<file path="config.mk">
export PLATFORM = sky130hd
export DESIGN_NAME = running_sample_statistics_top
export DESIGN_NICKNAME = d
export VERILOG_FILES = /design/src/rtl/rss_pkg.sv /design/src/rtl/running_sample_statistics_top.sv
export SDC_FILE = /design/constraint.sdc
export NUM_CORES = 2
export LEC_CHECK = 0
export ABC_AREA = 1
export BUFFER_PORTS_ARGS = -buffer_cell sky130_fd_sc_hd__buf_4
export CAP_MARGIN = 20
export CORE_UTILIZATION = 58
export DETAILED_ROUTE_END_ITERATION = 12
export HOLD_SLACK_MARGIN = 0.03
export PLACE_DENSITY = 0.86
export SETUP_SLACK_MARGIN = 0.15
export SYNTH_ARGS = -nofsm -noshare
export SYNTH_HDL_FRONTEND = slang
export SYNTH_SLANG_ARGS = --single-unit
</file>
<file path="constraint.sdc">
create_clock -name i_clk -period 8.25 [get_ports i_clk]
set_clock_uncertainty 0.1 [all_clocks]
set_input_delay 0 -clock i_clk [delete_from_list [all_inputs] [get_ports i_clk]]
set_output_delay 0 -clock i_clk [all_outputs]
set_load 0.02 [all_outputs]
</file>
<file path="src/rtl/rss_pkg.sv">
// ============================================================================
// rss_pkg - shared types for the running sample statistics block
// Holds the output field width and the operation codes of the shared adder.
// ============================================================================
package rss_pkg;

    // Width of the multi-bit result fields on the output channel.
    localparam int OUT_W = 16;

    // Operation of the shared wide adder.
    typedef enum logic {
        ALU_ADD,
        ALU_SUB
    } t_alu_op;

endpackage

</file>
<file path="src/rtl/running_sample_statistics_top.sv">
// ============================================================================
// running_sample_statistics_top - running count, mean, deviation, min and max
// Accumulates signed Q8.8 samples and reports the statistics after each beat.
// ============================================================================
//
// Usage: the input channel (i_valid, o_stall) carries one sample and a start
// flag per beat. A set start flag clears the statistics before the sample is
// added. Every input beat produces exactly one output beat (o_valid, i_stall)
// with count, mean, sample standard deviation, minimum, maximum, spread and
// the overflow flag. Once the count sits at its limit, samples are dropped
// and the overflow flag stays set until the next start flag.
// Sequencing: one wide adder is shared by every serial pass
// (mean divide, two shift-add multiplies, the n*(n-1) multiply, the variance
// divide and the square root). An item with two or more samples in its set
// runs every pass in that order; a set of one sample runs only the mean
// divide. The result beat is presented in the same cycle as the block is
// ready again. o_stall is high for the whole computation of an item.
// Reset (synchronous, active low) empties the set and drops any result.
// A stalled receiver does not hold up the next item: the result sits in the
// output register while the next item is computed, and the sequencer waits
// in its final state only if that register is still full.
//
module running_sample_statistics_top
    import rss_pkg::*;
#(
    parameter int SAMPLE_BITS = 16,
    parameter int COUNT_BITS  = 16
) (
    input  logic                          i_clk,
    input  logic                          i_rst_n,
    // Input channel
    input  logic                          i_valid,
    output logic                          o_stall,
    input  logic signed [SAMPLE_BITS-1:0] i_sample,
    input  logic                          i_start_new_set,
    // Output channel
    output logic                          o_valid,
    input  logic                          i_stall,
    output logic        [OUT_W-1:0]       o_count,
    output logic signed [OUT_W-1:0]       o_mean,
    output logic        [OUT_W-1:0]       o_std_dev,
    output logic signed [OUT_W-1:0]       o_minimum,
    output logic signed [OUT_W-1:0]       o_maximum,
    output logic        [OUT_W-1:0]       o_spread,
    output logic                          o_overflow
);

    // Running sum, sum of squares and the wide product/remainder datapath.
    localparam int SB     = SAMPLE_BITS;
    localparam int CB     = COUNT_BITS;
    localparam int SUM_W  = SB + CB;
    localparam int SQ_W   = 2 * SB + CB;
    localparam int P_W    = 2 * SUM_W;
    localparam int QB     = 2 * SB;
    localparam int MAX_IT = (SUM_W > QB) ? SUM_W : QB;
    localparam int STEP_W = $clog2(MAX_IT);

    typedef enum logic [3:0] {
        S_IDLE,
        S_ACC,
        S_SETUP,
        S_MEAN,
        S_MUL_A,
        S_MUL_B,
        S_SUB,
        S_MUL_D,
        S_DIV,
        S_SQRT,
        S_DONE
    } t_state;

    t_state                    r_state;

    // Statistics of the current set.
    logic        [CB-1:0]      r_count;
    logic signed [SUM_W-1:0]   r_sum;
    logic        [SQ_W-1:0]    r_sumsq;
    logic signed [SB-1:0]      r_min;
    logic signed [SB-1:0]      r_max;
    logic                      r_drop;

    // Captured input beat.
    logic signed [SB-1:0]      r_smp;
    logic                      r_start;

    // Sequencer datapath.
    logic        [P_W-1:0]     r_acc;
    logic        [P_W-1:0]     r_mcand;
    logic        [SUM_W-1:0]   r_mplier;
    logic        [P_W-1:0]     r_prod_a;
    logic        [QB-1:0]      r_quo;
    logic        [STEP_W-1:0]  r_step;
    logic        [SB-1:0]      r_mean;
    logic        [SB-1:0]      r_sd;

    // Output register.
    logic                      r_out_valid;
    logic        [OUT_W-1:0]   r_out_count;
    logic        [OUT_W-1:0]   r_out_mean;
    logic        [OUT_W-1:0]   r_out_sd;
    logic        [OUT_W-1:0]   r_out_min;
    logic        [OUT_W-1:0]   r_out_max;
    logic        [OUT_W-1:0]   r_out_spread;
    logic                      r_out_ovf;

    // ------------------------------------------------------------------
    // Accumulate: applies the start flag, then adds the sample to the set, or drops it when the set is full.
    // ------------------------------------------------------------------
    logic        [CB-1:0]      b_count;
    logic signed [SUM_W-1:0]   b_sum;
    logic        [SQ_W-1:0]    b_sumsq;
    logic signed [SB-1:0]      b_min;
    logic signed [SB-1:0]      b_max;
    logic                      b_drop;
    logic                      set_full;
    logic                      set_empty;
    logic        [SB-1:0]      smp_mag;
    logic        [QB-1:0]      smp_sq;
    logic        [CB-1:0]      n_count;
    logic signed [SUM_W-1:0]   n_sum;
    logic        [SQ_W-1:0]    n_sumsq;
    logic signed [SB-1:0]      n_min;
    logic signed [SB-1:0]      n_max;
    logic                      n_drop;

    assign b_count   = r_start ? '0 : r_count;
    assign b_sum     = r_start ? '0 : r_sum;
    assign b_sumsq   = r_start ? '0 : r_sumsq;
    assign b_min     = r_start ? '0 : r_min;
    assign b_max     = r_start ? '0 : r_max;
    assign b_drop    = r_start ? 1'b0 : r_drop;
    assign set_full  = &b_count;
    assign set_empty = (b_count == '0);
    assign smp_mag   = r_smp[SB-1] ? $unsigned(~r_smp + 1'b1) : $unsigned(r_smp);
    assign smp_sq    = smp_mag * smp_mag;

    always_comb begin
        n_count = b_count;
        n_sum   = b_sum;
        n_sumsq = b_sumsq;
        n_min   = b_min;
        n_max   = b_max;
        n_drop  = b_drop;
        if (set_full) begin
            n_drop = 1'b1;
        end else begin
            n_count = b_count + CB'(1);
            n_sum   = b_sum + SUM_W'(r_smp);
            n_sumsq = b_sumsq + SQ_W'(smp_sq);
            if (set_empty || (r_smp < b_min)) begin
                n_min = r_smp;
            end
            if (set_empty || (r_smp > b_max)) begin
                n_max = r_smp;
            end
        end
    end

    // Magnitude of the running sum, used by the mean divide and the square.
    logic [SUM_W-1:0] sum_abs;
    assign sum_abs = r_sum[SUM_W-1] ? $unsigned(-r_sum) : $unsigned(r_sum);

    // ------------------------------------------------------------------
    // Shared wide adder. Subtraction reports "no borrow" in the carry bit.
    // ------------------------------------------------------------------
    t_alu_op          alu_op;
    logic [P_W-1:0]   alu_a;
    logic [P_W-1:0]   alu_b;
    logic [P_W:0]     alu_sum;
    logic             alu_ge;
    logic [P_W-1:0]   alu_res;

    always_comb begin
        alu_op = ALU_ADD;
        alu_a  = r_acc;
        alu_b  = r_mcand;
        case (r_state)
            S_MEAN, S_DIV: begin
                alu_op = ALU_SUB;
            end
            S_SQRT: begin
                alu_op = ALU_SUB;
                alu_b  = r_mcand | P_W'(r_quo);
            end
            S_SUB: begin
                alu_op = ALU_SUB;
                alu_a  = r_prod_a;
                alu_b  = r_acc;
            end
            default: begin
                alu_op = ALU_ADD;
            end
        endcase
    end

    assign alu_sum = {1'b0, alu_a}
                   + {1'b0, (alu_op == ALU_SUB) ? ~alu_b : alu_b}
                   + (P_W+1)'(alu_op == ALU_SUB);
    assign alu_ge  = alu_sum[P_W];
    assign alu_res = alu_sum[P_W-1:0];

    // Shift-add step: the multiplicand is added when the multiplier bit is set.
    logic [P_W-1:0] mul_acc;
    assign mul_acc = r_mplier[0] ? alu_res : r_acc;

    // Restoring divide step: one quotient bit per cycle.
    logic [QB-1:0] div_quo;
    assign div_quo = {r_quo[QB-2:0], alu_ge};

    // Square root step: next partial root.
    logic [P_W-1:0] root_next;
    assign root_next = alu_ge ? ((r_mcand >> 1) | P_W'(r_quo)) : (r_mcand >> 1);

    logic [SB-1:0] mean_mag;
    assign mean_mag = div_quo[SB-1:0];

    logic last_step;
    assign last_step = (r_step == '0);

    // ------------------------------------------------------------------
    // Output field formatting.
    // ------------------------------------------------------------------
    logic [CB+OUT_W-1:0]  cnt_wide;
    logic [SB+OUT_W-1:0]  mean_wide;
    logic [SB+OUT_W-1:0]  sd_wide;
    logic [SB+OUT_W-1:0]  min_wide;
    logic [SB+OUT_W-1:0]  max_wide;
    logic [SB:0]          spread_full;
    logic [SB+OUT_W-1:0]  spread_wide;
    logic [OUT_W-1:0]     sd_out;

    assign cnt_wide    = {{OUT_W{1'b0}}, r_count};
    assign mean_wide   = {{OUT_W{r_mean[SB-1]}}, r_mean};
    assign sd_wide     = {{OUT_W{1'b0}}, r_sd};
    assign min_wide    = {{OUT_W{r_min[SB-1]}}, r_min};
    assign max_wide    = {{OUT_W{r_max[SB-1]}}, r_max};
    assign spread_full = {r_max[SB-1], r_max} - {r_min[SB-1], r_min};
    assign spread_wide = {{OUT_W{1'b0}}, spread_full[SB-1:0]};
    // A root wider than the field saturates.
    assign sd_out      = (|sd_wide[SB+OUT_W-1:OUT_W]) ? '1 : sd_wide[OUT_W-1:0];

    // ------------------------------------------------------------------
    // Sequencer and registered outputs.
    // ------------------------------------------------------------------
    always_ff @(posedge i_clk) begin
        if (!i_rst_n) begin
            r_state     <= S_IDLE;
            r_out_valid <= 1'b0;
            r_count     <= '0;
            r_sum       <= '0;
            r_sumsq     <= '0;
            r_min       <= '0;
            r_max       <= '0;
            r_drop      <= 1'b0;
        end else begin
            // The final state reloads the output register itself.
            if (r_out_valid && !i_stall && (r_state != S_DONE)) begin
                r_out_valid <= 1'b0;
            end
            case (r_state)
                S_IDLE: begin
                    if (i_valid) begin
                        r_smp   <= i_sample;
                        r_start <= i_start_new_set;
                        r_state <= S_ACC;
                    end
                end
                S_ACC: begin
                    r_count <= n_count;
                    r_sum   <= n_sum;
                    r_sumsq <= n_sumsq;
                    r_min   <= n_min;
                    r_max   <= n_max;
                    r_drop  <= n_drop;
                    r_state <= S_SETUP;
                end
                S_SETUP: begin
                    r_acc   <= P_W'(sum_abs);
                    r_mcand <= P_W'(r_count) << (SB - 1);
                    r_quo   <= '0;
                    r_step  <= STEP_W'(SB - 1);
                    if (r_count == '0) begin
                        r_mean  <= '0;
                        r_sd    <= '0;
                        r_state <= S_DONE;
                    end else begin
                        r_state <= S_MEAN;
                    end
                end
                S_MEAN: begin
                    if (last_step) begin
                        r_mean <= r_sum[SUM_W-1] ? (~mean_mag + 1'b1) : mean_mag;
                        if (r_count[CB-1:1] == '0) begin
                            // Fewer than two samples: no deviation.
                            r_sd    <= '0;
                            r_state <= S_DONE;
                        end else begin
                            r_acc    <= '0;
                            r_mcand  <= P_W'(r_sumsq);
                            r_mplier <= SUM_W'(r_count);
                            r_step   <= STEP_W'(CB - 1);
                            r_state  <= S_MUL_A;
                        end
                    end else begin
                        if (alu_ge) begin
                            r_acc <= alu_res;
                        end
                        r_quo   <= div_quo;
                        r_mcand <= r_mcand >> 1;
                        r_step  <= r_step - STEP_W'(1);
                    end
                end
                S_MUL_A: begin
                    if (last_step) begin
                        r_prod_a <= mul_acc;
                        r_acc    <= '0;
                        r_mcand  <= P_W'(sum_abs);
                        r_mplier <= sum_abs;
                        r_step   <= STEP_W'(SUM_W - 1);
                        r_state  <= S_MUL_B;
                    end else begin
                        r_acc    <= mul_acc;
                        r_mcand  <= r_mcand << 1;
                        r_mplier <= r_mplier >> 1;
                        r_step   <= r_step - STEP_W'(1);
                    end
                end
                S_MUL_B: begin
                    r_acc    <= mul_acc;
                    r_mcand  <= r_mcand << 1;
                    r_mplier <= r_mplier >> 1;
                    r_step   <= r_step - STEP_W'(1);
                    if (last_step) begin
                        r_state <= S_SUB;
                    end
                end
                S_SUB: begin
                    if (alu_ge) begin
                        r_prod_a <= alu_res;
                        r_acc    <= '0;
                        r_mcand  <= P_W'(r_count);
                        r_mplier <= SUM_W'(r_count - CB'(1));
                        r_step   <= STEP_W'(CB - 1);
                        r_state  <= S_MUL_D;
                    end else begin
                        // Negative numerator: deviation reported as zero.
                        r_sd    <= '0;
                        r_state <= S_DONE;
                    end
                end
                S_MUL_D: begin
                    if (last_step) begin
                        r_acc   <= r_prod_a;
                        r_mcand <= mul_acc << (QB - 1);
                        r_quo   <= '0;
                        r_step  <= STEP_W'(QB - 1);
                        r_state <= S_DIV;
                    end else begin
                        r_acc    <= mul_acc;
                        r_mcand  <= r_mcand << 1;
                        r_mplier <= r_mplier >> 1;
                        r_step   <= r_step - STEP_W'(1);
                    end
                end
                S_DIV: begin
                    if (last_step) begin
                        r_acc   <= P_W'(div_quo);
                        r_mcand <= '0;
                        r_quo   <= QB'(1) << (QB - 2);
                        r_step  <= STEP_W'(SB - 1);
                        r_state <= S_SQRT;
                    end else begin
                        if (alu_ge) begin
                            r_acc <= alu_res;
                        end
                        r_quo   <= div_quo;
                        r_mcand <= r_mcand >> 1;
                        r_step  <= r_step - STEP_W'(1);
                    end
                end
                S_SQRT: begin
                    if (alu_ge) begin
                        r_acc <= alu_res;
                    end
                    r_mcand <= root_next;
                    r_quo   <= r_quo >> 2;
                    r_step  <= r_step - STEP_W'(1);
                    if (last_step) begin
                        r_sd    <= root_next[SB-1:0];
                        r_state <= S_DONE;
                    end
                end
                S_DONE: begin
                    if (!r_out_valid || !i_stall) begin
                        r_out_valid  <= 1'b1;
                        r_out_count  <= cnt_wide[OUT_W-1:0];
                        r_out_mean   <= mean_wide[OUT_W-1:0];
                        r_out_sd     <= sd_out;
                        r_out_min    <= min_wide[OUT_W-1:0];
                        r_out_max    <= max_wide[OUT_W-1:0];
                        r_out_spread <= spread_wide[OUT_W-1:0];
                        r_out_ovf    <= r_drop;
                        r_state      <= S_IDLE;
                    end
                end
                default: begin
                    r_state <= S_IDLE;
                end
            endcase
        end
    end

    assign o_stall    = (r_state != S_IDLE);
    assign o_valid    = r_out_valid;
    assign o_count    = r_out_count;
    assign o_mean     = r_out_mean;
    assign o_std_dev  = r_out_sd;
    assign o_minimum  = r_out_min;
    assign o_maximum  = r_out_max;
    assign o_spread   = r_out_spread;
    assign o_overflow = r_out_ovf;

    // ------------------------------------------------------------------
    // Assertions
    // ------------------------------------------------------------------
    a_busy_after_accept: assert property (@(posedge i_clk) disable iff (!i_rst_n)
        (i_valid && !o_stall) |=> o_stall)
        else $error("block accepted a beat and was not busy afterwards");

    a_min_le_max: assert property (@(posedge i_clk) disable iff (!i_rst_n)
        (r_count != '0) |-> (r_min <= r_max))
        else $error("set minimum exceeds set maximum");

    a_drop_only_full: assert property (@(posedge i_clk) disable iff (!i_rst_n)
        r_drop |-> (&r_count))
        else $error("overflow flag set while the count is below its limit");

    a_result_from_done: assert property (@(posedge i_clk) disable iff (!i_rst_n)
        $rose(r_out_valid) |-> $past(r_state == S_DONE))
        else $error("result loaded outside the final sequencer state");

    a_root_needs_two: assert property (@(posedge i_clk) disable iff (!i_rst_n)
        (r_state == S_SQRT) |-> (r_count[CB-1:1] != '0))
        else $error("square root pass entered with fewer than two samples");

endmodule
</file>
==> impl_metrics.ini <==
[route]
ant_nets = 0
first_iter_violations = 6705
via_per_inst = 6.29
routed_wl_um = 163000
first_pass_iters = 7
num_vias = 44835
wl_per_cell_um = 22.9
drc = 0

[yosys]
synthCells = 5957
synthTopCellsByCount = nand2_1 (1267), inv_1 (923), nor2_1 (500)
postSynthAreaPerCell_um2 = 7.61
synth-simple-area-share = 0.219
synth_top_family_by_area = simple AND/OR/NAND/NOR gates
ys.flop_type = edfxtp_1
synth.largest_area_cell = edfxtp_1
synth-compound-area-share = 0.164
yosysTopAreaCellShare = 0.270
synth.most_common_cell = nand2_1
synth_fa_ha_area_frac = 0.157
synthTopCellsByArea = edfxtp_1 (27%), nand2_1 (10%), fa_1 (8.7%)
synth_edf_count = 407
syn-cell-area_um2 = 45300
seq_area_frac_synth = 0.329
synthXorXnorAreaFrac = 0.0299
synth.distinct_cells = 66
synthArstFlopShare = 0
synthMuxAreaShare = 0.00155
ys_ff_latch = 541
yosys_warnings = 0

[final_layout]
nets = 6506
fill_cells = 6630
final_cells = 7129
area_growth_pct = 10.2
drive_above_1_share = 0.0717

[clock_tree]
cts.sinks = 541
clkLatencyLatePin_ps = 670
path_clk_slew_ps = 70
cts_max_level = 2
cts_root_buffer = clkbuf_16
cts_tree = done
clock_path_buffers = 3
cts_buffers = 60

[global_routing]
grt_max_degree = 193
grt_pass1_vias = 42266
track_usage = 0.409
grt_first_pass_wirelength_um = 248000
antenna_found_initial = 8
grt-ovfl-total = 0

[die]
die_h_um = 282
fp.coreArea_um2 = 77300
rows = 102
die_w_um = 282
io_pins = 120
start_util = 0.586
dieArea_um2 = 79300

[sta]
hold_violations = 0
slew_headroom = 0.190
tightest_slew_ps = 1210
post-route-min-period_ps = 7780
fin_tns_setup_ps = 0
slew_viol_final = 0
timing.final.crit_share = 0.943
final-setup-viol-count = 0
timing.fmax_ghz = 0.129
rsz0062_at_grt = false

[critical_path]
cp_max_fo = 7
worstRegToRegCells = 33
r2r_slack_ps = 470
critical-path-max-stage-delay_ps = 560
cp.buffers_inverters = 8
arrival_ps = 8210
startpoint_type = flop
crit_required_ps = 8680
critPathMostFrequentCell = inv_1
path_class = reg2reg
rr_startpoint = r_smp[1]
critPathCaptureType = flop
cpMaxStageDelayCell = fa_1
r2r_end = r_sumsq[21]
cp_top_family = adder cells

[hold_path]
worstHoldStart = i_stall
min_path_type = in2reg
min_path_cells = 4
min_to = o_valid

[run]
maxCapViolations = 0

[run_status]
status = finished clean

[placement]
dp_hpwl_um = 123000
place_congestion = 1.05
portBuffers = 119
dp_cells = 6969
## registers in the layout, indices dropped and copies added, names as in the netlist, 16 cells and up
register	flops
o_count	16
o_maximum	16
r_sd	16
r_prod_a	64
o_mean	16
o_spread	16
r_count	16
o_std_dev	16
r_sumsq	48
r_mean	16
r_mplier	32
r_smp	16
r_mcand	64
r_acc	64
r_quo	32
r_sum	32
r_min	16
o_minimum	16
r_max	16
## per-stage QoR
stage | utilization | hold WS, ps | instance area (µm²) | worst slack, ps
floorplan | - | -1.13 | 45400 | 708
global placement | 0.613 | 79.7 | 47400 | 463
detailed placement | 0.613 | 79.6 | 47400 | 192
CTS | 0.644 | 203 | 49800 | 177
global route | 0.646 | 274 | 49900 | 120
finish | 0.646 | 244 | 50000 | 469
## worst max path at each step
stage,startpoint,endpoint,slack (ps),cells past startpoint
3_5_place_dp,r_smp[1],r_sumsq[44],190,33
6_report,r_smp[1],r_sumsq[21],470,33
4_1_cts,r_smp[1],r_sumsq[41],180,36
3_3_place_gp,r_smp[1],r_sumsq[41],460,34
5_1_grt,r_smp[1],r_sumsq[44],120,32
2_1_floorplan,r_smp[0],r_sumsq[41],710,36
## per-layer routing
layer,global-route usage,vias up,share of wire
li1,-,20028,-
met1,0.545,20983,0.38
met2,0.600,3207,0.42
met3,0.119,607,0.14
met4,0.214,10,0.059
met5,0,-,0.00042
## layout make-up
| type | count | area, µm² | area share |
|---|---|---|---|
| clock inverter | 42 | 473 | 0.00947 |
| multi-input combinational | 4244 | 26100 | 0.522 |
| clock buffer | 71 | 1580 | 0.0317 |
| sequential | 541 | 14900 | 0.298 |
| timing repair buffer | 247 | 2070 | 0.0414 |
| tap | 1040 | 1300 | 0.0260 |
| antenna | 4 | 10.0 | 0.000200 |
| inverter | 940 | 3540 | 0.0708 |
## kinds of logic (layout without fill, tap and decap cells)
kind of cell    after synthesis  after routing
xor+xnor                    153            153
simple gates               2360           2360
other cells                   2             15
fa+ha+maj                   451            451
compound gates             1262           1262
mux                           7              7
flops                       541            541
buf+inv                    1181           1300
## worst reg2reg max path: cells and delay by family, from the launching register on
| kind | cells | cell delay, ps |
|---|---|---|
| compound gates | 7 | 1370 |
| flops | 1 | 430 |
| simple gates | 10 | 1440 |
| fa+ha+maj | 8 | 3600 |
| buf+inv | 8 | 690 |
## placed cells by master (no fill, tap or decap), types with 20 or more instances in the layout
cell and count:
or2_2 41, a31oi_1 26, nand4_1 35, nor4_1 24, o21a_1 20, xor2_1 114, a221oi_1 47, nand3_1 355
o22ai_1 30, o21ai_0 407, xnor2_1 37, a21oi_1 433, o211ai_1 118, a22oi_1 23, nor3_1 74, dlygate4sd3_1 37
ha_1 253, nand2_1 1265, buf_4 199, dfxtp_1 134, edfxtp_1 407, fa_1 198, o221ai_1 33, nor2_1 487
clkbuf_16 60, inv_1 921
## what timing repair did
item | 4_1_cts | 5_1_grt
setup endpoints to repair | 0 | 26
gates resized for setup | 0 | 15
hold endpoints to repair | 105 | 0
hold buffers | 37 | 0
buffers inserted | 0 | 3
Power is not shown: default switching activity piles up to over one toggle a cycle in this logic, so the estimate is an artifact.
